$ cat config.mk
export PLATFORM = sky130hd
export DESIGN_NAME = elr_gain
export DESIGN_NICKNAME = d
export VERILOG_FILES = /design/src/hdl/elr_pkg.sv /design/src/hdl/elr_gain.sv
export SDC_FILE = /design/constraint.sdc
export NUM_CORES = 1
export LEC_CHECK = 0
export BUFFER_PORTS_ARGS = -buffer_cell sky130_fd_sc_hd__buf_4
export CAP_MARGIN = 40
export CELL_PAD_IN_SITES_DETAIL_PLACEMENT = 1
export CELL_PAD_IN_SITES_GLOBAL_PLACEMENT = 1
export CORE_ASPECT_RATIO = 1.1
export CORE_UTILIZATION = 51
export DETAILED_ROUTE_END_ITERATION = 7
export PLACE_DENSITY_LB_ADDON = 0.15
export SETUP_SLACK_MARGIN = 0.5
export SLEW_MARGIN = 40
export SYNTH_ARGS = -nofsm -noshare
export SYNTH_HDL_FRONTEND = slang
export SYNTH_SLANG_ARGS = --single-unit
export TNS_END_PERCENT = 5
$ cat constraint.sdc
create_clock -name clk -period 6.15 [get_ports clk]
set_input_delay 0.3075 -clock clk [delete_from_list [all_inputs] [get_ports clk]]
set_output_delay 0.3075 -clock clk [all_outputs]
set_load 0.05 [all_outputs]
$ cat src/hdl/elr_pkg.sv
`timescale 1ns / 1ps
`default_nettype none

package elr_pkg;

  localparam int CfgIdxW  = 3;
  localparam int CfgDataW = 24;

  // Register indexes of the configuration port.
  localparam logic [CfgIdxW-1:0] REG_OUTER_CENTER = 3'd0;
  localparam logic [CfgIdxW-1:0] REG_OUTER_RADII  = 3'd1;
  localparam logic [CfgIdxW-1:0] REG_INNER_CENTER = 3'd2;
  localparam logic [CfgIdxW-1:0] REG_INNER_RADII  = 3'd3;
  localparam logic [CfgIdxW-1:0] REG_RED_DELTA    = 3'd4;
  localparam logic [CfgIdxW-1:0] REG_GREEN_DELTA  = 3'd5;
  localparam logic [CfgIdxW-1:0] REG_BLUE_DELTA   = 3'd6;
  localparam logic [CfgIdxW-1:0] REG_STRENGTH     = 3'd7;

  localparam logic [7:0] STRENGTH_RESET = 8'd100;

  // Division by 100 as a multiply by ceil(2^23/100); exact for products below 91180.
  localparam int          RecipShift = 23;
  localparam logic [16:0] RECIP_100  = 17'd83887;

  typedef struct packed {
    logic signed [11:0] cx;
    logic signed [11:0] cy;
    logic [10:0]        rx;
    logic [10:0]        ry;
  } ellipse_t;

  typedef struct packed {
    logic [7:0] lift;
    logic [7:0] drop;
  } light_t;

endpackage

`default_nettype wire

$ cat src/hdl/elr_gain.sv
`timescale 1ns / 1ps
`default_nettype none

// Turns a signed channel delta and the strength into a lift and a drop, both
// clamped to 255. Three register stages. The user must hold inputs static while pixels flow (not enforced).
module elr_gain (
  input  wire logic              clk,
  input  wire logic signed [8:0] delta,
  input  wire logic [7:0]        strength,
  output elr_pkg::light_t        light
);

  logic [8:0]  mag;
  logic [16:0] prod;
  logic        neg1;
  logic [33:0] scaled;
  logic [10:0] quot;
  logic        neg2;

  // A delta of -256 gives a magnitude of 256, which the unsigned view keeps.
  assign mag    = delta[8] ? 9'(-delta) : delta[8:0];
  assign scaled = {17'b0, prod} * {17'b0, elr_pkg::RECIP_100};

  always_ff @(posedge clk) begin
    prod <= {8'b0, mag} * {9'b0, strength};
    neg1 <= delta[8];
    quot <= scaled[elr_pkg::RecipShift +: 11];
    neg2 <= neg1;
    if (neg2) begin
      light.lift <= 8'd0;
      light.drop <= (quot > 11'd255) ? 8'hFF : quot[7:0];
    end else begin
      light.lift <= (quot > 11'd255) ? 8'hFF : quot[7:0];
      light.drop <= 8'd0;
    end
  end

endmodule

`default_nettype wire

**Word level (Yosys, flattened, before mapping)**

Index checks and enable logic that the tools add are counted.

- Register bits after elaboration: 46
- Input bits: 18
- Output and inout bits: 16
- Word-level logic and storage cells: 12

- Add/sub/neg operators: 1
- Multiply operators: 2
- Magnitude comparators: 1
- Multiplexer cells: 2

Operator list:

| cell | number |
|---|---|
| $mul A17 B17 Y34 const B | 1 |
| $mul A9 B8 Y17 | 1 |
| $gt A11 B8 Y1 const B | 1 |
| $mux W9 | 1 |
| $neg A9 Y9 | 1 |
| $mux W8 | 1 |

**Logic depth before layout (Yosys ltp)**

- Depth after elaboration: 3
- Depth in mapped cells: 21
- Depth with buffers taken out: 21

**Worst setup path after synthesis**

Ideal clock, no wire load.

- Path type: register to register
- From: reg prod[15]
- To: reg quot[7]
- Arrival: 5313 ps
- Data required time: 6030 ps
- Setup slack: 718 ps
- Cell stages (with the launch flop): 20
- Path buffers: 0
- Clock period less this slack: 5432 ps
- Path through: dfxtp_1 -> inv_1 -> ha_1 -> fa_1 -> inv_1 -> fa_1 -> fa_1 -> fa_1 -> inv_1 -> fa_1 -> inv_1 -> ha_1 -> o21a_1 -> o2111ai_1 -> a31oi_1 -> o31a_1 -> nor4_2 -> o21ai_2 -> a211oi_2 -> nor2_1

- Word-level cells in the longest chain between the ends: 1

Ends and longest elaborated chain:

| what | line | source |
|---|---|---|
| from (decl) | elr_gain.sv:14 | `logic [16:0] prod;` |
| from (signal assigned) | elr_gain.sv:25 | `prod <= {8'b0, mag} * {9'b0, strength};` |
| $mul A17 B17 Y34 | elr_gain.sv:22 | `assign scaled = {17'b0, prod} * {17'b0, elr_pkg::RECIP_100};` |
| net scaled[30] | elr_gain.sv:16 | `logic [33:0] scaled;` |
| to (signal assigned) | elr_gain.sv:27 | `quot <= scaled[elr_pkg::RecipShift +: 11];` |
| to (decl) | elr_gain.sv:17 | `logic [10:0] quot;` |

The timed path passes the listed nets, and every way through them passes these cells.
A chain may end at the register's enable or synchronous reset.

**Worst setup path after layout**

- From: reg prod[4]
- To: reg quot[8]

The elaborated chain is that of the path after synthesis.

==> run_results.csv <==
group,metric,value,unit
synth,syn-num-nets,1383,
worst_setup_path,required,6.39,ns
synth,synth_area_leader_cell,"fa_1",
timing,setup_viol,0,
timing,slew_violations,0,
worst_setup_path,critPathLaunchType,"flip-flop",
final_layout,final_common_cell,"inv_1",
synth,yosys.area_share.simple,0.0960,
synth,synth_adder_area_share,0.593,
die,initial_core_util,0.520,
drt,viasPerCell,5.03,
die,core.rowCount,52,
die,fp.dieW,133,um
worst_setup_path,cp_max_fo,5,
global_route,antenna_found_initial,0,
timing,rsz0062_at_grt,"yes",
synth,synth_top_family_by_area,"adder cells",
timing,worst_pin_slew,0.721,ns
cts,htree_levels,2,
synth,yosysWarnings,0,
final_layout,drive_gt1_frac,0.0890,
status,status,"finished, final reports clean",
final_layout,diodes,0,
drt,wl_per_cell,16.4,um
timing,whs,0.233,ns
timing,period_needed,5.51,ns
place,port_buffers,33,
drt,vias,6595,
drt,ant_nets,0,
cts,cts_tree,"yes",
global_route,grt_pass1_vias,7252,
synth,synth-seq-area-share,0.0963,
worst_setup_path,cp-end-kind,"flip-flop",
timing,max_clock_freq,0.182,GHz
final_layout,finish.instance_area,10500,um^2
job,drv_cap,0,
cts,root_buffer,"clkbuf_16",
synth,synthMuxAreaShare,0.00105,
global_route,grt_pass1_wl,36200,um
synth,netlist_instances,1010,
timing,slew_headroom,0.515,
timing,setup_ws,0.641,ns
synth,synth_seq_cells,46,
drt,drt-initial-drc-count,177,
worst_setup_path,criticalPathCategory,"flip-flop to flip-flop",
synth,synth_compound_area_frac,0.0593,
timing,hold_viol,0,
final_layout,synthToLayoutAreaGrowth,9.86,%
timing,clock-skew-final,0.0130,ns
global_route,grt-ovfl-total,0,
place,post-place-ws,0.228,ns
timing,setup_total_negative_slack,0,ns
synth,synth.avg_cell_area,9.47,um^2
place,postPlaceCellArea,10200,um^2
cts,hold_buffers,0,
min_path,holdCritPathClass,"input port to flip-flop",
die,die_y,146,um
synth,synth_area_leaders,"fa_1 (34%), ha_1 (25%), inv_1 (12%)",
drt,drc,0,
global_route,grt_max_degree,18,
cts,cts_made_buffers,5,
final_layout,fillCellCount,2141,
cts,path_clk_slew,0.08,ns
drt,drt_first_pass_iters,4,
timing,min_period_over_period,0.896,
synth,netlist.area_leader.share,0.343,
cts,ctsLongestPathBuffers,2,
worst_setup_path,max_stage_delay,0.55,ns
drt,finalWirelength,21500,um
cts,cts.sinks,46,
final_layout,most-common-layout-cells,"inv_1 (313), ha_1 (187), fa_1 (163)",
worst_setup_path,arrival,5.75,ns
synth,synthXorXnorAreaFrac,0.0284,
worst_setup_path,regToRegSetupSlack,0.64,ns
place,hpwl,19200,um
synth,synth_cell_type_count,43,
worst_setup_path,cp_slowest_cell,"fa_1",
worst_setup_path,path_common_cell,"fa_1",
die,dieArea,19300,um^2
synth,synth_area,9570,um^2
global_route,track_usage,0.241,
place,gp_congestion,0.805,
die,io_pins,34,
worst_setup_path,path_cells,"clkinvlp_4 -> fa_1 -> inv_1 -> ha_2 -> inv_2 -> fa_1 -> fa_1 -> inv_1 -> fa_1 -> inv_1 -> fa_1 -> inv_1 -> ha_4 -> a211o_1 -> o211ai_2 -> a31oi_1 -> o31a_1 -> o41ai_2 -> a31oi_1 -> nor2_1 -> xnor2_1",
die,core_area,18400,um^2
cts,clk_latency,0.31,ns
final_layout,fin_nets,1439,
==> metrics by stage <==
step / instances / util
2_1_floorplan: 1010 / -
3_3_place_gp: 1296 / 0.555
3_5_place_dp: 1296 / 0.555
4_1_cts: 1304 / 0.564
5_1_grt: 1310 / 0.571
6_report: 1310 / 0.571
==> what timing repair did <==
item / CTS / global route
resized for setup: 10 / 18
endpoints found under the setup margin: 5 / 9
pin swaps: 2 / 13
buffers inserted: 0 / 6
endpoints found under the hold margin: 0 / 0
==> synth_stat cells <==
master,count
o2111ai_1,1
a31oi_1,7
o41ai_2,2
clkbuf_1,5
nor4_1,2
o41ai_1,1
a211o_1,1
a211oi_2,1
xor2_1,8
o31a_1,1
a21o_1,6
a41oi_1,1
a31o_2,1
nor4b_2,1
inv_1,316
and2_1,25
o21a_1,5
o211ai_1,1
nand4_1,4
and3_1,5
o211ai_2,1
nand3_1,4
o21ai_2,1
a21o_2,2
o21bai_1,5
nor4_2,1
or3_1,3
o21ai_0,15
nor2b_1,45
a21oi_1,29
o31ai_1,3
ha_1,191
nor3_1,6
nand2b_1,12
nor2_1,32
o221a_2,1
or4_1,2
xnor2_1,23
mux2i_1,1
o21ai_1,1
nand2_1,28
fa_1,164
dfxtp_1,46
==> state kept, by name, indices dropped and copies added (netlist names) <==
name   count
prod      17
light     16
quot      11
neg1       1
neg2       1
==> per-layer routing <==
layer / vias up / wire length, um / track usage
met5: - / 0 / 0
met3: 14 / 308 / 0.0223
met4: 0 / 393 / 0.0592
li1: 3186 / - / -
met2: 38 / 11300 / 0.430
met1: 3357 / 9450 / 0.315
==> final cells by class <==
| class | instances | area, um^2 | area share |
|---|---|---|---|
| Clock buffer | 5 | 125 | 0.0119 |
| Clock inverter | 3 | 28.8 | 0.00274 |
| Inverter | 316 | 1190 | 0.113 |
| Multi-Input combinational cell | 643 | 7510 | 0.715 |
| Sequential cell | 46 | 943 | 0.0898 |
| Tap cell | 243 | 304 | 0.0289 |
| Timing Repair Buffer | 54 | 405 | 0.0386 |
==> cell families after synthesis <==
| logic type | count (synthesis) |
|---|---|
| compound gates | 86 |
| xor+xnor | 31 |
| fa+ha+maj | 355 |
| buf+inv | 321 |
| flops | 46 |
| mux | 1 |
| simple gates | 170 |
==> final timing paths <==
path                  from  depth (start not counted)  endpoint
setup reg to reg   prod[4]                         21   quot[8]
hold reg to reg       neg1                          0      neg2
hold / removal    delta[8]                          1      neg1
setup / recovery   prod[4]                         21   quot[8]
==> critical path: cells and delay by family, from the launching register on <==
kind	cells	cell delay, ns
and+or+nand+nor	1	0.16
AOI/OAI and AO/OA	6	1.29
xor gates and xnor gates	1	0.12
adders and majority gates	7	3.01
DFF	1	0.40
buffers and inverters	6	0.45
Power is not shown: default switching activity piles up to over one toggle a cycle in this logic, so the estimate is an artifact.
