$ cat config.mk
export PLATFORM = sky130hd
export DESIGN_NAME = elr_span
export DESIGN_NICKNAME = d
export VERILOG_FILES = /design/src/hdl/elr_pkg.sv /design/src/hdl/elr_span.sv
export SDC_FILE = /design/constraint.sdc
export NUM_CORES = 2
export LEC_CHECK = 0
export ABC_AREA = 1
export BUFFER_PORTS_ARGS = -buffer_cell sky130_fd_sc_hd__buf_2
export CAP_MARGIN = 5
export CELL_PAD_IN_SITES_DETAIL_PLACEMENT = 1
export CELL_PAD_IN_SITES_GLOBAL_PLACEMENT = 1
export CORE_ASPECT_RATIO = 1.5
export CORE_MARGIN = 4
export CORE_UTILIZATION = 51
export DETAILED_ROUTE_END_ITERATION = 10
export GPL_ROUTABILITY_DRIVEN = 0
export PLACE_DENSITY_LB_ADDON = 0.05
export SYNTH_ARGS = -nofsm -noshare
export SYNTH_HDL_FRONTEND = slang
export SYNTH_SLANG_ARGS = --single-unit
$ cat constraint.sdc
create_clock -name clk -period 7.6 [get_ports clk]
set_clock_uncertainty 0.1 [all_clocks]
set_input_delay 0.76 -clock clk [delete_from_list [all_inputs] [get_ports clk]]
set_output_delay 0.76 -clock clk [all_outputs]
set_load 0.01 [all_outputs]
$ cat src/hdl/elr_pkg.sv
`timescale 1ns / 1ps
`default_nettype none

package elr_pkg;

  localparam int CfgIdxW  = 3;
  localparam int CfgDataW = 24;

  // Register indexes of the configuration port.
  localparam logic [CfgIdxW-1:0] REG_OUTER_CENTER = 3'd0;
  localparam logic [CfgIdxW-1:0] REG_OUTER_RADII  = 3'd1;
  localparam logic [CfgIdxW-1:0] REG_INNER_CENTER = 3'd2;
  localparam logic [CfgIdxW-1:0] REG_INNER_RADII  = 3'd3;
  localparam logic [CfgIdxW-1:0] REG_RED_DELTA    = 3'd4;
  localparam logic [CfgIdxW-1:0] REG_GREEN_DELTA  = 3'd5;
  localparam logic [CfgIdxW-1:0] REG_BLUE_DELTA   = 3'd6;
  localparam logic [CfgIdxW-1:0] REG_STRENGTH     = 3'd7;

  localparam logic [7:0] STRENGTH_RESET = 8'd100;

  // Division by 100 as a multiply by ceil(2^23/100); exact for products below 91180.
  localparam int          RecipShift = 23;
  localparam logic [16:0] RECIP_100  = 17'd83887;

  typedef struct packed {
    logic signed [11:0] cx;
    logic signed [11:0] cy;
    logic [10:0]        rx;
    logic [10:0]        ry;
  } ellipse_t;

  typedef struct packed {
    logic [7:0] lift;
    logic [7:0] drop;
  } light_t;

endpackage

`default_nettype wire

$ cat src/hdl/elr_span.sv
`timescale 1ns / 1ps
`default_nettype none

// Five-stage test of whether a pixel lies in the row span of one ellipse:
// |dy| <= ry, and either dx == 0 or (2|dx|-1)^2 * ry^2 <= 4 * rx^2 * (ry^2 - dy^2).
module elr_span (
  input  wire logic              clk,
  input  wire logic [9:0]        pix_x,
  input  wire logic [9:0]        pix_y,
  input  wire elr_pkg::ellipse_t geom,
  output logic                   hit
);

  logic signed [12:0] dx_s;
  logic signed [12:0] dy_s;
  logic [11:0]        adx;
  logic [11:0]        ady;

  logic [12:0]        t;
  logic [25:0]        t2;
  logic [23:0]        dy2;
  logic [21:0]        rx2;
  logic [21:0]        ry2;
  logic               dy_out2;
  logic               dx_zero2;

  logic [25:0]        t2_3;
  logic [21:0]        rx2_3;
  logic [21:0]        ry2_3;
  logic [21:0]        diff3;
  logic               dy_out3;
  logic               dx_zero3;

  logic [47:0]        lhs4;
  logic [43:0]        rhs4;
  logic               dy_out4;
  logic               dx_zero4;

  assign dx_s = $signed({3'b0, pix_x}) - $signed({geom.cx[11], geom.cx});
  assign dy_s = $signed({3'b0, pix_y}) - $signed({geom.cy[11], geom.cy});
  assign t    = {adx, 1'b0} - 13'd1;

  always_ff @(posedge clk) begin
    // Stage 1: absolute offsets from the center.
    adx <= dx_s[12] ? 12'(-dx_s) : dx_s[11:0];
    ady <= dy_s[12] ? 12'(-dy_s) : dy_s[11:0];

    // Stage 2: squares.
    t2       <= {13'b0, t} * {13'b0, t};
    dy2      <= {12'b0, ady} * {12'b0, ady};
    rx2      <= {11'b0, geom.rx} * {11'b0, geom.rx};
    ry2      <= {11'b0, geom.ry} * {11'b0, geom.ry};
    dy_out2  <= ady > {1'b0, geom.ry};
    dx_zero2 <= adx == 12'd0;

    // Stage 3: vertical room left in this row. Only used when dy <= ry.
    t2_3     <= t2;
    rx2_3    <= rx2;
    ry2_3    <= ry2;
    diff3    <= dy_out2 ? 22'd0 : ry2 - dy2[21:0];
    dy_out3  <= dy_out2;
    dx_zero3 <= dx_zero2;

    // Stage 4: the two sides of the span test.
    lhs4     <= {22'b0, t2_3} * {26'b0, ry2_3};
    rhs4     <= {22'b0, rx2_3} * {22'b0, diff3};
    dy_out4  <= dy_out3;
    dx_zero4 <= dx_zero3;

    // Stage 5: compare.
    hit <= !dy_out4 && (dx_zero4 || (lhs4 <= {2'b0, rhs4, 2'b0}));
  end

endmodule

`default_nettype wire

=== Word-level counts from Yosys, hierarchy flattened ===
Index checks and enable logic that the tools add are counted.

* $add $sub $neg: 6
* Multipliers: 6
* Order comparisons: 2
* Mux-type cells: 2
* Reductions and logical operators: 4

{| class="wikitable"
|+ Operator list
! kind !! count
|-
| <= comparator 48 x 46 -> 1 bit || 1
|-
| multiplier 26 x 22 -> 48 bit || 1
|-
| multiplier 11 x 11 -> 22 bit || 2
|-
| multiplier 22 x 22 -> 44 bit || 1
|-
| multiplier 13 x 13 -> 26 bit || 1
|-
| subtractor 11 x 12 -> 13 bit || 2
|-
| two-way mux 12 bit || 2
|-
| negation 12 bit || 2
|-
| multiplier 12 x 12 -> 22 bit || 1
|-
| subtractor 22 bit || 1
|-
| subtractor 13 x 1 -> 13 bit, second input constant || 1
|-
| greater-than comparator 12 x 11 -> 1 bit || 1
|-
| logical NOT 12 bit || 1
|-
| logical AND 1 bit || 1
|-
| logical NOT 1 bit || 1
|-
| logical OR 1 bit || 1
|}

* Bits in registers: 307
* Output and inout bits: 1
* Word-level logic and storage cells: 39

=== Depth between registers and ports, before layout ===
* Depth in word-level cells: 3
* Mapped depth: 30
* Mapped depth without buffers: 28

=== Least setup slack after synthesis ===
OpenSTA, ideal clock, no wires.

* Path kind: flip-flop to flip-flop
* Start point: register rx2_3[16]
* End point: register rhs4[40]
* Library setup time: 0.072 ns
* Arrival time: 5.624 ns
* Path slack: 1.804 ns
* Stages on the path, launching flop included: 24
* Path buffers: 1
* Cells stage by stage: dfxtp_1 clkbuf_1 nand2_1 fa_1 inv_1 fa_1 inv_1 fa_1 inv_1 fa_1 fa_1 fa_1 inv_1 fa_1 inv_1 ha_1 nand2_1 nor2_1 inv_1 nor2_1 a21boi_0 o21ai_0 nand3_1 xor2_1

* Longest elaborated chain between the ends: 1

{| class="wikitable"
|+ Ends and longest elaborated chain
! what !! RTL line !! RTL
|-
| from (decl) || elr_span.sv:28 || <nowiki>logic [21:0] rx2_3;</nowiki>
|-
| from (signal assigned) || elr_span.sv:58 || <nowiki>rx2_3 <= rx2;</nowiki>
|-
| multiplier 22 x 22 -> 44 bit || elr_span.sv:66 || <nowiki>rhs4 <= {22'b0, rx2_3} * {22'b0, diff3};</nowiki>
|-
| to (signal assigned) || elr_span.sv:66 ||
|-
| to (decl) || elr_span.sv:35 || <nowiki>logic [43:0] rhs4;</nowiki>
|}

Every way passes these cells.
A chain may end at the register's enable or synchronous reset.

=== Final worst setup path ===
* Start point: register rx2_3[11]
* End point: register rhs4[37]

The elaborated chain is that of the path after synthesis.

==> Flow_metrics.wiki <==
{| class="wikitable"
! Metric !! Value
|-
| Most frequently used cell type in the post-synthesis netlist || sky130_fd_sc_hd__inv_1
|-
| Detailed Route Iter0 Violations || 1732
|-
| Proportion of netlist area held by the largest area contributor || between 30% and 40%
|-
| Number of CTS-inserted buffers || 37
|-
| Top-Level Pins || 68
|-
| TritonRoute pass-1 iters || 5
|-
| Peak-usage layer in the global routing report || met2
|-
| Critical path endpoint category || flip-flop
|-
| FP Rows || between 150 and 200
|-
| Cell depth of the worst min-delay path || 0
|-
| Relative area change from synthesis to final layout || 6.27%
|-
| Classification of the worst setup path || reg -> reg
|-
| Effective utilization at floorplan || about half
|-
| Arr. time, crit path || 7.77 ns
|-
| Half-perimeter wire length after detailed placement || 156 mm
|-
| Clock period minus final worst setup slack || between 7 and 8 ns
|-
| Nature of the critical path startpoint || flip-flop
|-
| Core Box Area || 0.116 sq mm
|-
| Die boundary height || 428 microns
|-
| Remaining routing DRC violations || 0
|-
| Worst setup path endpoint || rhs4[37]$_DFF_P_
|-
| Critical R2R Launch || rx2_3[11]$_DFF_P_
|-
| Total via count in the routed design || 47504
|-
| Total routing resource utilization after global routing || between 30% and 40%
|-
| Capturing point of the worst reg2reg path || rhs4[37]$_DFF_P_
|-
| Number of synthesized flops with an enable pin || 0
|-
| Antenna violations before repair || 4
|-
| Synth area leader || sky130_fd_sc_hd__fa_1
|-
| Leading cell types by total area after synthesis || sky130_fd_sc_hd__fa_1, sky130_fd_sc_hd__ha_1, sky130_fd_sc_hd__inv_1
|-
| Async set or reset register ratio after synthesis || 0%
|-
| Pins Over Slew Limit || 0
|-
| Cts hold-fix bufs || 0
|-
| WP data required || 8.01 ns
|-
| Global route total overflow || 0
|-
| Post-Syn Area per Cell || 7.91 sq um
|-
| Clock tree from TritonCTS || done
|-
| Met1 Resource Use GR || 31.0%
|-
| Post-route setup TNS || 0 ns
|-
| Syn_nets || roughly 9400
|-
| Top_reg_cell synth || sky130_fd_sc_hd__dfxtp_1
|-
| Clock transition at path regs || 0.06 ns
|-
| CTS resizes || 0
|-
| Average via count per standard cell || 5.18
|-
| Number of setup violations in the final report || 0
|-
| Commonest cells in the netlist || sky130_fd_sc_hd__inv_1, sky130_fd_sc_hd__nand2_1, sky130_fd_sc_hd__fa_1
|-
| Synthesis-stage register bit count || a little under 300
|-
| Distinct cells, synth || 60
|-
| Syn Inst Count || 7584
|-
| Port buffer count || 67
|-
| Global-route wire length before repair || 292 mm
|-
| Setup repair after global routing missed its margin || no
|-
| Largest net degree at the start of global routing || 26
|-
| # Max-Cap Violations || 0
|-
| H-tree depth || 2
|-
| Sequential share of the synthesized area || 9.91%
|-
| Clock latency on the worst-skew pair || between 0.6 and 0.7 ns
|-
| Length in cells of the worst reg-to-reg path || 20
|-
| Minimum setup slack among reg-to-reg paths || approximately 0.24 ns
|-
| Post-synth design cell area || around 0.06 sq mm
|-
| Max FO, Critical Path || 16
|-
| Buffer depth of the longest clock path || 3
|-
| Share of final-layout standard cells stronger than drive strength 1 || 4.36%
|-
| Number of global-route vias before repair || 56153
|-
| Width of the chip || 288 microns
|-
| Total length of routed wires || roughly 180 mm
|-
| Mean routed wirelength per cell || roughly 20 microns
|-
| Final antenna-violating net count || 0
|-
| Root buffer selected by CTS || sky130_fd_sc_hd__clkbuf_16
|-
| Outcome || completed
|-
| Postcts setup bufs || 0
|-
| Normalized max-slew margin || about 17%
|-
| Tightest Pin Transition || around 1.2 ns
|-
| Worst setup path start || rx2_3[11]$_DFF_P_
|-
| Met3 usage in global routing || around 2.7%
|-
| Count of synthesis-stage warnings from yosys || 0
|-
| Maximum clock frequency || 136 MHz
|-
| GRT met2 Usage || 59.9%
|-
| Die area || about 0.12 sq mm
|-
| Period Utilization, post-route || 96.8%
|-
| Final hold violations || 0
|-
| Number of clock sinks seen by CTS || between 200 and 300
|-
| Type of the worst min-delay path || reg -> reg
|-
| Number of nets in the final layout || 9456
|}
==> through the flow <==
stage                     utilization, %  instances  area [sq um]  hold WS [ns]  worst slack (ns)
after floorplan                        -       7584         60000         0.210              1.80
after global placement              53.6       9107         62400         0.211             0.375
after detailed placement            53.6       9107         62400         0.213             0.393
after CTS                           54.8       9171         63700         0.226             0.342
after global routing                54.8       9172         63700         0.230            0.0451
final                               54.8       9172         63700         0.223             0.242
==> cell families (layout without fill, tap and decap cells) <==
| group | after synthesis | in the layout | share of synthesized area (%) |
|---|---|---|---|
| other | 1 | 2 | 0.00625 |
| AND/OR/NAND/NOR | 2333 | 2333 | 15.6 |
| buffers and inverters | 2452 | 2489 | 15.4 |
| flip-flops | 297 | 297 | 9.91 |
| AO/OA/AOI/OAI | 505 | 505 | 4.77 |
| XOR/XNOR | 203 | 203 | 3.02 |
| adder cells (fa/ha/maj) | 1793 | 1793 | 51.3 |
==> area by class of cell <==
class	instances	area, sq um
Clock buffer	45	1040
Antenna cell	1	2.50
Multi-Input combinational cell	4835	44800
Clock inverter	19	275
Fill cell	14613	52600
Sequential cell	297	5950
Tap cell	1550	1940
Inverter	2232	8380
Timing Repair Buffer	193	1360
==> per-layer routing <==
metal  routed length, microns  vias up
li1                         -    21923
met1                    63500    24214
met2                   101000      880
met3                     4990      483
met4                    10500        4
met5                       28        -
==> critical path: stages, from the launching register on <==
cell and delay, ns:
sky130_fd_sc_hd__dfxtp_1 1.02, sky130_fd_sc_hd__buf_4 0.29, sky130_fd_sc_hd__nand2_1 0.13, sky130_fd_sc_hd__fa_1 0.67
sky130_fd_sc_hd__fa_1 0.49, sky130_fd_sc_hd__fa_1 0.51, sky130_fd_sc_hd__fa_1 0.49, sky130_fd_sc_hd__inv_1 0.05
sky130_fd_sc_hd__fa_1 0.48, sky130_fd_sc_hd__inv_1 0.05, sky130_fd_sc_hd__fa_1 0.55, sky130_fd_sc_hd__inv_1 0.06
sky130_fd_sc_hd__ha_1 0.28, sky130_fd_sc_hd__ha_1 0.40, sky130_fd_sc_hd__nand2_1 0.13, sky130_fd_sc_hd__nor2_1 0.26
sky130_fd_sc_hd__inv_1 0.10, sky130_fd_sc_hd__nor3_1 0.46, sky130_fd_sc_hd__nand4_1 0.34, sky130_fd_sc_hd__nand3_1 0.20
sky130_fd_sc_hd__xor2_1 0.18
==> registers in the layout (all words and copies together), names as in the netlist <==
name	flops
ry2_3	21
dy_out3	1
adx	12
t2	24
rx2	21
dx_zero2	1
ry2	21
dx_zero4	1
t2_3	24
dy_out4	1
dx_zero3	1
rx2_3	21
rhs4	44
diff3	22
dy_out2	1
lhs4	47
dy2	21
hit	1
ady	12
==> worst min-delay path by stage <==
stage	endpoint	from	slack, ns
after global routing	rx2_3[16]$_DFF_P_	rx2[16]$_DFF_P_	0.23
final	rx2_3[3]$_DFF_P_	rx2[3]$_DFF_P_	0.22
after CTS	rx2_3[7]$_DFF_P_	rx2[7]$_DFF_P_	0.23
after global placement	rx2_3[3]$_DFF_P_	rx2[3]$_DFF_P_	0.21
after floorplan	dx_zero3$_DFF_P_	dx_zero2$_DFF_P_	0.21
after detailed placement	t2_3[24]$_DFF_P_	t2[24]$_DFF_P_	0.21
==> layout by cell type, fill, tap and decap left out, types with 8 or more instances in the layout <==
master / count
sky130_fd_sc_hd__nand2_2: 15
sky130_fd_sc_hd__ha_1: 681
sky130_fd_sc_hd__dfxtp_1: 297
sky130_fd_sc_hd__nand4_1: 30
sky130_fd_sc_hd__o21bai_1: 25
sky130_fd_sc_hd__buf_2: 67
sky130_fd_sc_hd__inv_2: 9
sky130_fd_sc_hd__o21ai_0: 125
sky130_fd_sc_hd__a21oi_1: 250
sky130_fd_sc_hd__nor3_1: 50
sky130_fd_sc_hd__o21ai_1: 10
sky130_fd_sc_hd__o21a_1: 16
sky130_fd_sc_hd__xnor2_1: 62
sky130_fd_sc_hd__clkbuf_16: 37
sky130_fd_sc_hd__buf_4: 120
sky130_fd_sc_hd__or2_2: 8
sky130_fd_sc_hd__clkbuf_8: 8
sky130_fd_sc_hd__nand2_1: 1727
sky130_fd_sc_hd__a21o_1: 25
sky130_fd_sc_hd__inv_1: 2220
sky130_fd_sc_hd__nand3_1: 137
sky130_fd_sc_hd__a31oi_1: 9
sky130_fd_sc_hd__xor2_1: 138
sky130_fd_sc_hd__fa_1: 1112
sky130_fd_sc_hd__nand3b_1: 8
sky130_fd_sc_hd__a21boi_0: 13
sky130_fd_sc_hd__nor2_1: 321
Power is not shown: default switching activity piles up to over one toggle a cycle in this logic, so the estimate is an artifact.
