`src/hdl/elr_pkg.sv`:
```
`timescale 1ns / 1ps
`default_nettype none

package elr_pkg;

  localparam int CfgIdxW  = 3;
  localparam int CfgDataW = 24;

  // Register indexes of the configuration port.
  localparam logic [CfgIdxW-1:0] REG_OUTER_CENTER = 3'd0;
  localparam logic [CfgIdxW-1:0] REG_OUTER_RADII  = 3'd1;
  localparam logic [CfgIdxW-1:0] REG_INNER_CENTER = 3'd2;
  localparam logic [CfgIdxW-1:0] REG_INNER_RADII  = 3'd3;
  localparam logic [CfgIdxW-1:0] REG_RED_DELTA    = 3'd4;
  localparam logic [CfgIdxW-1:0] REG_GREEN_DELTA  = 3'd5;
  localparam logic [CfgIdxW-1:0] REG_BLUE_DELTA   = 3'd6;
  localparam logic [CfgIdxW-1:0] REG_STRENGTH     = 3'd7;

  localparam logic [7:0] STRENGTH_RESET = 8'd100;

  // Division by 100 as a multiply by ceil(2^23/100); exact for products below 91180.
  localparam int          RecipShift = 23;
  localparam logic [16:0] RECIP_100  = 17'd83887;

  typedef struct packed {
    logic signed [11:0] cx;
    logic signed [11:0] cy;
    logic [10:0]        rx;
    logic [10:0]        ry;
  } ellipse_t;

  typedef struct packed {
    logic [7:0] lift;
    logic [7:0] drop;
  } light_t;

endpackage

`default_nettype wire

```
`src/hdl/elr_regs.sv`:
```
`timescale 1ns / 1ps
`default_nettype none

module elr_regs (
  input  wire logic                          clk,
  input  wire logic                          rst,
  input  wire logic                          cfg_valid,
  input  wire logic [elr_pkg::CfgIdxW-1:0]   cfg_index,
  input  wire logic [elr_pkg::CfgDataW-1:0]  cfg_data,
  output elr_pkg::ellipse_t                  outer_geom,
  output elr_pkg::ellipse_t                  inner_geom,
  output logic signed [8:0]                  red_delta,
  output logic signed [8:0]                  green_delta,
  output logic signed [8:0]                  blue_delta,
  output logic [7:0]                         strength
);

  logic [23:0] outer_center;
  logic [21:0] outer_radii;
  logic [23:0] inner_center;
  logic [21:0] inner_radii;

  always_ff @(posedge clk) begin
    if (rst) begin
      outer_center <= '0;
      outer_radii  <= '0;
      inner_center <= '0;
      inner_radii  <= '0;
      red_delta    <= '0;
      green_delta  <= '0;
      blue_delta   <= '0;
      strength     <= elr_pkg::STRENGTH_RESET;
    end else if (cfg_valid) begin
      case (cfg_index)
        elr_pkg::REG_OUTER_CENTER: outer_center <= cfg_data[23:0];
        elr_pkg::REG_OUTER_RADII:  outer_radii  <= cfg_data[21:0];
        elr_pkg::REG_INNER_CENTER: inner_center <= cfg_data[23:0];
        elr_pkg::REG_INNER_RADII:  inner_radii  <= cfg_data[21:0];
        elr_pkg::REG_RED_DELTA:    red_delta    <= $signed(cfg_data[8:0]);
        elr_pkg::REG_GREEN_DELTA:  green_delta  <= $signed(cfg_data[8:0]);
        elr_pkg::REG_BLUE_DELTA:   blue_delta   <= $signed(cfg_data[8:0]);
        elr_pkg::REG_STRENGTH:     strength     <= cfg_data[7:0];
        default: ;
      endcase
    end
  end

  always_comb begin
    outer_geom.cx = $signed(outer_center[11:0]);
    outer_geom.cy = $signed(outer_center[23:12]);
    outer_geom.rx = outer_radii[10:0];
    outer_geom.ry = outer_radii[21:11];
    inner_geom.cx = $signed(inner_center[11:0]);
    inner_geom.cy = $signed(inner_center[23:12]);
    inner_geom.rx = inner_radii[10:0];
    inner_geom.ry = inner_radii[21:11];
  end

endmodule

`default_nettype wire

```
`config.mk`:
```
export PLATFORM = sky130hd
export DESIGN_NAME = elr_regs
export DESIGN_NICKNAME = d
export VERILOG_FILES = /design/src/hdl/elr_pkg.sv /design/src/hdl/elr_regs.sv
export SDC_FILE = /design/constraint.sdc
export NUM_CORES = 1
export LEC_CHECK = 0
export BUFFER_PORTS_ARGS = -buffer_cell sky130_fd_sc_hd__clkbuf_2
export CAP_MARGIN = 20
export CORE_UTILIZATION = 50
export DETAILED_ROUTE_END_ITERATION = 10
export MAX_ROUTING_LAYER = met4
export PLACE_DENSITY = 0.88
export RECOVER_POWER = 25
export SLEW_MARGIN = 20
export SYNTH_ARGS = -nofsm -noshare
export SYNTH_HDL_FRONTEND = slang
export SYNTH_SLANG_ARGS = --single-unit
```
`constraint.sdc`:
```
create_clock -name clk -period 1.4 [get_ports clk]
set_input_delay 0.07 -clock clk [delete_from_list [all_inputs] [get_ports clk]]
set_output_delay 0.07 -clock clk [all_outputs]
set_load 0.02 [all_outputs]
```
### Yosys cells after proc, flatten, opt, wreduce, memory -nomap -nowiden

Index checks and enable logic that the tools add are counted.

| storage, ports and cells | value |
|---|---|
| register bits | 127 |
| input bits | 30 |

| operators by class | value |
|---|---|
| eq/ne operators | 7 |
| reductions and logical operators | 9 |

Operators with widths:

| operator | count |
|---|---|
| $reduce_and 2->1 | 8 |
| $eq 3x3->1 const B | 4 |
| $eq 3x2->1 const B | 2 |
| $eq 3x1->1 const B | 1 |
| $logic_not 3->1 | 1 |

### Depth between registers and ports, before layout

Gate-level depths: netlist of run 1.

| logic depth | value |
|---|---|
| depth in word-level cells | 2 |
| depth in mapped cells | 5 |
| gate-level depth less buffers | 2 |

### Worst setup path before layout of run 1

No wires, ideal clock.

| path | value |
|---|---|
| kind | input-to-reg |
| from | input port cfg_index[1] (netlist bit) |
| to | register outer_center[13] |
| setup time | 0.072 ns |
| data arrival time | 1.042 ns |
| required time | 1.328 ns |
| path slack | 0.286 ns |
| stages | 5 |
| path buffers | 3 |
| cell sequence | buf_2 > nor4b_1 > buf_2 > buf_6 > mux2i_1 |

| between the ends | value |
|---|---|
| longest elaborated chain between the ends | 2 |

RTL lines:

| element | line | text |
|---|---|---|
| from (decl) | elr_regs.sv:8 | `input wire logic [elr_pkg::CfgIdxW-1:0] cfg_index,` |
| $logic_not 3->1 | elr_regs.sv:34 | `case (cfg_index)` |
| $reduce_and 2->1 (no source line) | - |  |
| to (signal assigned) | elr_regs.sv:35 | `elr_pkg::REG_OUTER_CENTER: outer_center <= cfg_data[23:0];` |
| to (decl) | elr_regs.sv:18 | `logic [23:0] outer_center;` |

No other way between the ends.
A chain may end at the register's enable or synchronous reset.

### Worst setup path in the final report of run 1

| path | value |
|---|---|
| from | register outer_center[2] |
| to | output port outer_geom[36] (netlist bit) |

RTL lines:

| element | line | text |
|---|---|---|
| to (decl) | elr_regs.sv:10 | `output elr_pkg::ellipse_t outer_geom,` |

No word-level cell between the ends.

==> results.toml, run 1 <==
[clock_tree]
ctsResizeCount = 0
cts_sinks = 127
cts_buffer_depth = 2
clk_latency_ns = 0.51
clkSlewWorstSetupHoldPaths_ns = 0.06
cts-root-buf = "clkbuf_8"
cts_tree = "done"
numCtsBuffers = 17
cts_max_level = 4

[grt]
grt_overflow = 0
grt_first_pass_wirelength_um = 18900
antenna_found_initial = 0
grt_max_degree = 52
grt_pass1_vias = 3750
grt_use_total = 0.250

[floorplan]
dieHeight_um = 103
initial_core_util = 0.518
coreArea_um2 = 9770
num_rows = 36
fp.dieW_um = 103
dieArea_um2 = 10500
io_pins = 157

[finish]
fill_cells = 756
area.growth.synth_to_final_pct = 32.3
drive_above_1_share = 0.313
nets = 654
instances_no_fill = 769
antenna_cells = 0

[sta]
setup_ws_ns = 0.266
clock_skew_ns = 0
rsz0062_at_grt = "false"
setup-tns-final_ns = 0
finalHoldViolations = 0
worstMarginPinSlew_ns = 0.781
fin_crit_sh = 0.810
final.min_clock_period_ns = 1.13
whs_ns = 0.0729
finalMaxSlewViolations = 0
finalSetupViolations = 0
max_freq_mhz = 882
max_slew_margin = 0.479

[synth]
syn-num-nets = 489
ys_types = 16
syn_area_per_cell_um2 = 11.0
synthCells = 459
synth_area_um2 = 5060
synth_ff_type = "dfxtp_1"
ys_ff_latch = 127
synth_top_cell_area_share = 0.502
yosysWarningCount = 0
synth_common_cells = "nand2b_1, dfxtp_1, mux2i_1"
yosysSeqAreaShare = 0.502
async_flop_share = 0
yosysMostFrequentCell = "nand2b_1"
yosysTopAreaCell = "dfxtp_1"
synth_edf_count = 0
ys_top_cells_by_area = "dfxtp_1, mux2i_1, nand2b_1"

[worst_setup_path]
path_cells = "clkbuf_2"
worstSetupStartpointType = "register"
end_kind = "output port"
crit_required_ns = 1.33
arrival_ns = 1.06
critPathKind = "register to output port"
cpPeakStageDelay_ns = 0.36
worstPathMaxFanout = 2
slowest_stage = "dfxtp_1"
path_delay_family = "flip-flops"
worst-path-buf-inv = 1

[power]
p_per_area_nw_per_um2 = 1280
pwr-share-comb = 0.077
ir_worst_vdd_v = 0.000906
sw_frac_of_total = 0.222
power_w = 0.00854
seq_power_share = 0.438
power.internal_w = 0.00664
p_leak_nw = 3.41
power.switching_w = 0.00190
clkPwrFrac = 0.485

[placement]
gp_congestion = 0.809
hpwl_um = 8200
dp.cells = 720
io_buffers = 156
pre_cts_slack_ns = 0.161

[routing]
drc = 0
wire_per_inst_um = 16.1
vias = 3826
wirelength_um = 12400
drt-initial-drc-count = 80
via_per_inst = 4.98
ant_nets = 0
firstDrtPassIters = 4

[run_status]
status = "complete, no violations"

[worst_hold_path]
hold_class = "primary input to register"

[job]
max-cap-violations = 0
per-layer routing:
layer	global-route usage	vias up	wire length, µm
li1	-	1852	-
met5	-	-	0
met2	0.410	130	6070
met4	0.0901	0	103
met1	0.291	1832	5510
met3	0.0732	12	731
metrics by stage:
step / cell area [µm²] / util
final: 6700 / 0.685
after global routing: 6700 / 0.685
after CTS: 6700 / 0.685
after detailed placement: 5960 / 0.610
after global placement: 5960 / 0.610
after floorplan: 5060 / -
layout make-up:
cell class,instances,area (µm²),share of cell area
clock buffers,25,474,0.0708
clock inverters,6,82.6,0.0123
well taps,133,166,0.0249
flip-flops and latches,127,2540,0.380
multi-input cells,291,2330,0.349
repair buffers,187,1100,0.164
registers in the layout, summed over array words and instances (netlist names):
register and count:
inner_center 24, outer_center 24, inner_radii 22, outer_radii 22, blue_delta 9, green_delta 9, red_delta 9, strength 8
power groups by stage:
stage	combinational [W]	clock, W	sequential, W
detailed placement	0.000613	0	0.00382
floorplan	0.000311	0	0.00391
finish	0.000656	0.00414	0.00374
global route	0.000698	0.00436	0.00375
global placement	0.000598	0	0.00381
CTS	0.000656	0.00420	0.00374
repair_timing:
item | 4_1_cts | 5_1_grt
hold buffers | 18 | 0
setup buffers | 0 | 0
hold endpoints to repair | 59 | 0
layout by cell type (no fill, tap or decap), types with 2 or more instances in the layout:
master         count
buf_12             3
buf_4             10
bufinv_16          2
clkbuf_1           5
clkbuf_16         16
clkbuf_2         156
clkbuf_8           4
clkinv_2           3
dfxtp_1          127
dlygate4sd3_1     18
mux2i_1          127
nand2b_1         148
nand4b_1           2
nand4bb_2          2
nor2_1             6
final timing paths:
kind / from / endpoint / slack [ns] / cells past startpoint
setup / recovery: outer_center[2] / outer_geom[36] / 0.27 / 1
hold / removal: cfg_data[8] / red_delta[8] / 0.07 / 3
hold reg to reg: outer_center[9] / outer_center[9] / 0.48 / 2
setup reg to reg: inner_center[7] / inner_center[7] / 0.71 / 2
kinds of logic after synthesis:
kind of cell,share of synthesized area
buf+inv,0.0398
simple gates,0.207
flops,0.502
mux,0.251
(Power assumes the default switching activity.)
==> run 2: changes to the inputs <==
--- a/config.mk
+++ b/config.mk
@@ -7,10 +7,10 @@
 export LEC_CHECK = 0
 export BUFFER_PORTS_ARGS = -buffer_cell sky130_fd_sc_hd__clkbuf_2
 export CAP_MARGIN = 20
-export CORE_UTILIZATION = 50
+export CORE_UTILIZATION = 46
 export DETAILED_ROUTE_END_ITERATION = 10
 export MAX_ROUTING_LAYER = met4
-export PLACE_DENSITY = 0.88
+export PLACE_DENSITY = 0.86
 export RECOVER_POWER = 25
 export SLEW_MARGIN = 20
 export SYNTH_ARGS = -nofsm -noshare
==> constraint.sdc (replaced) <==
create_clock -name clk -period 1 [get_ports clk]
set_input_delay 0.05 -clock clk [delete_from_list [all_inputs] [get_ports clk]]
set_output_delay 0.05 -clock clk [all_outputs]
set_load 0.02 [all_outputs]
==> run 2 against run 1 <==
The run now ends with setup timing left; first-iteration DRC count rose to 3.6 times the previous value; sequential power up 42%; clock skew unchanged; global-route usage up 6.1 points; setup slack worse by 0.38 ns; die area up 8.5%; core utilization up 16 points; sequential share of layout area down 7.6 points; sequential cell count unchanged; worst hold slack worse by 0.044 ns; critical endpoint is now outer_geom[0].
==> results.toml, run 2 (synthesis gave the netlist of run 1 again) <==
[worst_setup_path]
critPathKind = "register to output port"
r2r_start = "inner_radii[16]"
end_kind = "output port"
arrival_ns = 1.06
critical_path_cell_count = 1
reg2reg_depth = 3
worst-path-buf-inv = 1
startpoint = "outer_radii[11]"
path_cells = "buf_8"
ff2ff_setup_slack_ns = 0.01
worstSetupStartpointType = "register"
slowest_stage = "dfxtp_2"
worstSetupEndpoint = "outer_geom[0]"
crit_required_ns = 0.95
worstPathMaxFanout = 2
path_delay_family = "flip-flops"
r2r-end = "inner_radii[16]"
cpPeakStageDelay_ns = 0.41

[floorplan]
dieArea_um2 = 11400
coreArea_um2 = 10500
num_rows = 37
initial_core_util = 0.482
fp.dieW_um = 107
dieHeight_um = 107
io_pins = 157

[finish]
drive_above_1_share = 0.577
fill_cells = 480
fin_area_um2 = 8910
area.growth.synth_to_final_pct = 76.1
top_regs = "inner_center: 24 flops, outer_center: 24 flops"
finalCoreUtilization = 0.848
multi_input_area_um2 = 2330
antenna_cells = 0
instances_no_fill = 867
most-common-layout-cells = "nand2b_1, mux2i_1, buf_8"
nets = 748
layout_commonest_cell = "nand2b_1"
regArea_um2 = 2700

[sta]
clock_skew_ns = 0
max_slew_margin = 0.586
finalSetupViolations = 127
max_freq_mhz = 898
whs_ns = 0.0286
setup_ws_ns = -0.114
finalMaxSlewViolations = 0
final.min_clock_period_ns = 1.11
worstMarginPinSlew_ns = 0.621
fin_crit_sh = 1.11
rsz0062_at_grt = "true"
finalHoldViolations = 0

[routing]
ant_nets = 0
vias = 4671
wire_per_inst_um = 23.1
drc = 0
via_per_inst = 5.39
firstDrtPassIters = 5
drt-initial-drc-count = 287
wirelength_um = 20100

[grt]
grt_first_pass_wirelength_um = 25600
met2_usage = 0.570
top_usage_layer = "met2"
grt_use_total = 0.311
antenna_found_initial = 0
grt_pass1_vias = 4664
grt_util_met1 = 0.318
grt_max_degree = 54
grt_overflow = 0
grtUsageMet3 = 0.0602

[clock_tree]
cts_sinks = 127
numCtsBuffers = 17
clk_latency_ns = 0.51
cts_max_level = 4
cts_tree = "done"
clkSlewWorstSetupHoldPaths_ns = 0.08
cts_buffer_depth = 2
cts-root-buf = "clkbuf_8"

[run_status]
violations = "setup timing"
status = "complete, but fails checks"

[power]
p_per_area_nw_per_um2 = 1460
power.switching_w = 0.00341
pwr-share-comb = 0.104
power.internal_w = 0.00957
p_leak_nw = 4.33
ir_worst_vdd_v = 0.00107
clkPwrFrac = 0.487
sw_frac_of_total = 0.263
seq_power_share = 0.409

[job]
max-cap-violations = 0

[placement]
io_buffers = 156
gp_congestion = 0.813
hpwl_um = 8660
dp.cells = 727
pre_cts_slack_ns = -0.163
placed_cell_area_um2 = 6030

[worst_hold_path]
hold_class = "primary input to register"
run 2: cell types whose count changed in the layout (fill, tap and decap cells not counted), sizes merged:
cell and delta:
buf +219, clkbuf -135, dlygate4sd3 +3, inv +5
clkinvlp +3
run 2: layer usage:
metal | vias to the layer above | wire (µm)
li1 | 2034 | -
met1 | 2311 | 7040
met2 | 246 | 10800
met3 | 80 | 1020
met4 | 0 | 1210
met5 | - | 0
run 2: worst min-delay path by stage:
stage	startpoint	end	cells after the start
floorplan	cfg_data[2]	strength[2]	2
global placement	cfg_data[5]	strength[5]	3
detailed placement	cfg_data[5]	strength[5]	3
CTS	rst	blue_delta[3]	3
global route	cfg_data[8]	inner_radii[8]	3
finish	rst	blue_delta[3]	3
run 2: what timing repair did:
action,4_1_cts,5_1_grt
hold buffers,21,0
setup buffers,35,52
resized for setup,376,128
endpoints found under the hold margin,63,0
endpoints found under the setup margin,127,127
cloned,0,0
run 2: final cells by class:
type | instances | area share
sequential | 127 | 0.303
timing repair buffer | 281 | 0.350
tap | 136 | 0.0191
clock buffer | 18 | 0.0480
multi-input combinational | 291 | 0.262
clock inverter | 14 | 0.0175
run 2: power groups by stage:
stage,combinational (W),sequential [W],clock [W]
6_report,0.00135,0.00531,0.00632
5_1_grt,0.00139,0.00531,0.00654
4_1_cts,0.00117,0.00527,0.00614
3_5_place_dp,0.000887,0.00535,0
3_3_place_gp,0.000864,0.00534,0
2_1_floorplan,0.000442,0.00547,0
run 2: metrics by stage:
stage	setup TNS, ns	total power (W)
final	-4.39	0.0130
after global routing	-6.93	0.0132
after CTS	-6.55	0.0126
after detailed placement	-4.94	0.00623
after global placement	-2.73	0.00621
after floorplan	-0.836	0.00592
==> run 3: changes to the inputs <==
--- a/config.mk
+++ b/config.mk
@@ -7,11 +7,13 @@
 export LEC_CHECK = 0
 export BUFFER_PORTS_ARGS = -buffer_cell sky130_fd_sc_hd__clkbuf_2
 export CAP_MARGIN = 20
-export CORE_UTILIZATION = 46
+export CORE_MARGIN = 2
+export CORE_UTILIZATION = 50
 export DETAILED_ROUTE_END_ITERATION = 10
 export MAX_ROUTING_LAYER = met4
-export PLACE_DENSITY = 0.86
+export PLACE_DENSITY = 0.88
 export RECOVER_POWER = 25
+export SKIP_CTS_REPAIR_TIMING = 1
 export SLEW_MARGIN = 20
 export SYNTH_ARGS = -nofsm -noshare
 export SYNTH_HDL_FRONTEND = slang
==> constraint.sdc (replaced) <==
create_clock -name clk -period 1.4 [get_ports clk]
set_input_delay 0.07 -clock clk [delete_from_list [all_inputs] [get_ports clk]]
set_output_delay 0.07 -clock clk [all_outputs]
set_load 0.02 [all_outputs]
==> run 3 against run 2 <==
The run ends with hold timing left; cell count is 11% lower; first-iteration DRC count is 43% lower; sequential cell count unchanged; total power down 33%; core utilization fell by 16 points; count of clock-buffer cells in the layout up 5; setup slack better by 0.38 ns; register-to-register slack better by 0.74 ns; clock skew unchanged; critical path depth is the same; via count fell by 18%; design area fell by 25%; critical endpoint is now outer_geom[33]; largest cell class is now sequential cells; largest power group unchanged.
==> results.toml, run 3 (synthesis gave the netlist of run 1 again) <==
[worst_setup_path]
worstSetupStartpointType = "register"
ff2ff_setup_slack_ns = 0.75
path_cells = "clkbuf_2"
reg2reg_depth = 2
arrival_ns = 1.06
r2r-end = "outer_radii[21]"
slowest_stage = "dfxtp_1"
cpPeakStageDelay_ns = 0.36
crit_required_ns = 1.33
worstPathMaxFanout = 2
critPathKind = "register to output port"
worst-path-buf-inv = 1
r2r_start = "outer_radii[21]"
end_kind = "output port"
path_delay_family = "flip-flops"

[grt]
grt_use_total = 0.241
antenna_found_initial = 0
grt_overflow = 0
grt_first_pass_wirelength_um = 20100
grt_pass1_vias = 3793
grt_max_degree = 48

[clock_tree]
clkSlewWorstSetupHoldPaths_ns = 0.06
cts_sinks = 127
cts_max_level = 4
cts_buffer_depth = 2
cts_tree = "done"
cts-root-buf = "clkbuf_8"
clk_latency_ns = 0.51
numCtsBuffers = 17

[routing]
wirelength_um = 12800
via_per_inst = 5.00
wire_per_inst_um = 16.6
vias = 3840
firstDrtPassIters = 4
highest_layer = "met4"
drt-initial-drc-count = 165
ant_nets = 0
wl_met3_um = 802
dr_wl_met2_um = 6040
wl_met1_um = 5730
drc = 0

[worst_hold_path]
hold_start = "rst"
whs_path_depth = 3
min_to = "strength[2]"
hold_class = "primary input to register"

[finish]
multi_input_area_um2 = 2330
finalCoreUtilization = 0.683
layout_commonest_cell = "clkbuf_2"
fill_cells = 769
nets = 655
fin_area_um2 = 6710
regArea_um2 = 2540
top_regs = "inner_center: 24 flops, outer_center: 24 flops"
area.growth.synth_to_final_pct = 32.6
most-common-layout-cells = "clkbuf_2, nand2b_1, mux2i_1, dfxtp_1, dlygate4sd3_1"
antenna_cells = 0
drive_above_1_share = 0.309

[sta]
max_slew_margin = 0.428
finalMaxSlewViolations = 0
worstMarginPinSlew_ns = 0.858
fin_crit_sh = 0.809
clock_skew_ns = 0
rsz0062_at_grt = "false"
setup-tns-final_ns = 0
finalHoldViolations = 1
max_freq_mhz = 883
whs_ns = -0.00311
finalSetupViolations = 0
final.min_clock_period_ns = 1.13
setup_ws_ns = 0.267

[floorplan]
dieHeight_um = 105
io_pins = 157
num_rows = 36
initial_core_util = 0.516
dieArea_um2 = 10900
fp.dieW_um = 105
coreArea_um2 = 9820

[placement]
pre_cts_slack_ns = 0.170
hpwl_um = 8530
placed_cell_area_um2 = 5970
gp_congestion = 0.774
io_buffers = 156

[power]
p_leak_nw = 3.41
ir_worst_vdd_v = 0.000732
p_per_area_nw_per_um2 = 1300

[run_status]
violations = "hold timing"
status = "complete, but fails checks"

[job]
max-cap-violations = 0
-- run 3: cell types whose count changed in the layout (fill, tap and decap cells not counted), moves of 2 or more --
cell | before | now
buf_12 | 6 | 3
clkinv_4 | 2 | 0
buf_4 | 99 | 6
buf_8 | 127 | 0
clkbuf_8 | 2 | 5
clkinvlp_4 | 4 | 1
dfxtp_1 | 1 | 127
inv_6 | 5 | 0
clkbuf_2 | 28 | 157
dfxtp_2 | 125 | 0
clkbuf_1 | 0 | 6
dlygate4sd3_1 | 21 | 18
-- run 3: worst max-delay path by stage --
stage                  endpoint              from  depth (start not counted)  slack [ns]
2_1_floorplan  outer_center[13]      cfg_index[1]                          5        0.29
4_1_cts          outer_geom[33]  outer_center[23]                          1        0.24
3_5_place_dp   inner_center[18]      cfg_index[0]                          4        0.17
6_report         outer_geom[33]  outer_center[23]                          1        0.27
3_3_place_gp    outer_center[1]      cfg_index[2]                          3        0.25
5_1_grt          inner_geom[33]  inner_center[23]                          1        0.21
-- run 3: power breakdown --
part | internal [W] | leakage [nW] | switching [W]
combinational | 0.000289 | 2.10 | 0.000370
sequential | 0.00370 | 1.03 | 0.0000467
clock | 0.00286 | 0.286 | 0.00149
total | 0.00685 | 3.41 | 0.00190
-- run 3: cell type report --
class / count / area share
Sequential cell: 127 / 0.379
Tap cell: 133 / 0.0248
Clock inverter: 6 / 0.0160
Clock buffer: 23 / 0.0710
Multi-Input combinational cell: 291 / 0.347
Timing Repair Buffer: 188 / 0.162
-- run 3: layer usage --
metal  vias to the layer above  global-route usage
li1                       1848                   -
met1                      1847               0.300
met2                       129               0.373
met3                        16              0.0680
met4                         0              0.0943
met5                         -                   -
-- run 3: stage by stage --
| stage | hold slack, ns | instances | total power, W |
|---|---|---|---|
| after detailed placement | 0.369 | 721 | 0.00444 |
| after CTS | -0.183 | 750 | 0.00878 |
| after global placement | 0.345 | 721 | 0.00442 |
| after global routing | 0.00847 | 768 | 0.00904 |
| final | -0.00311 | 768 | 0.00875 |
| after floorplan | 0.237 | 459 | 0.00422 |
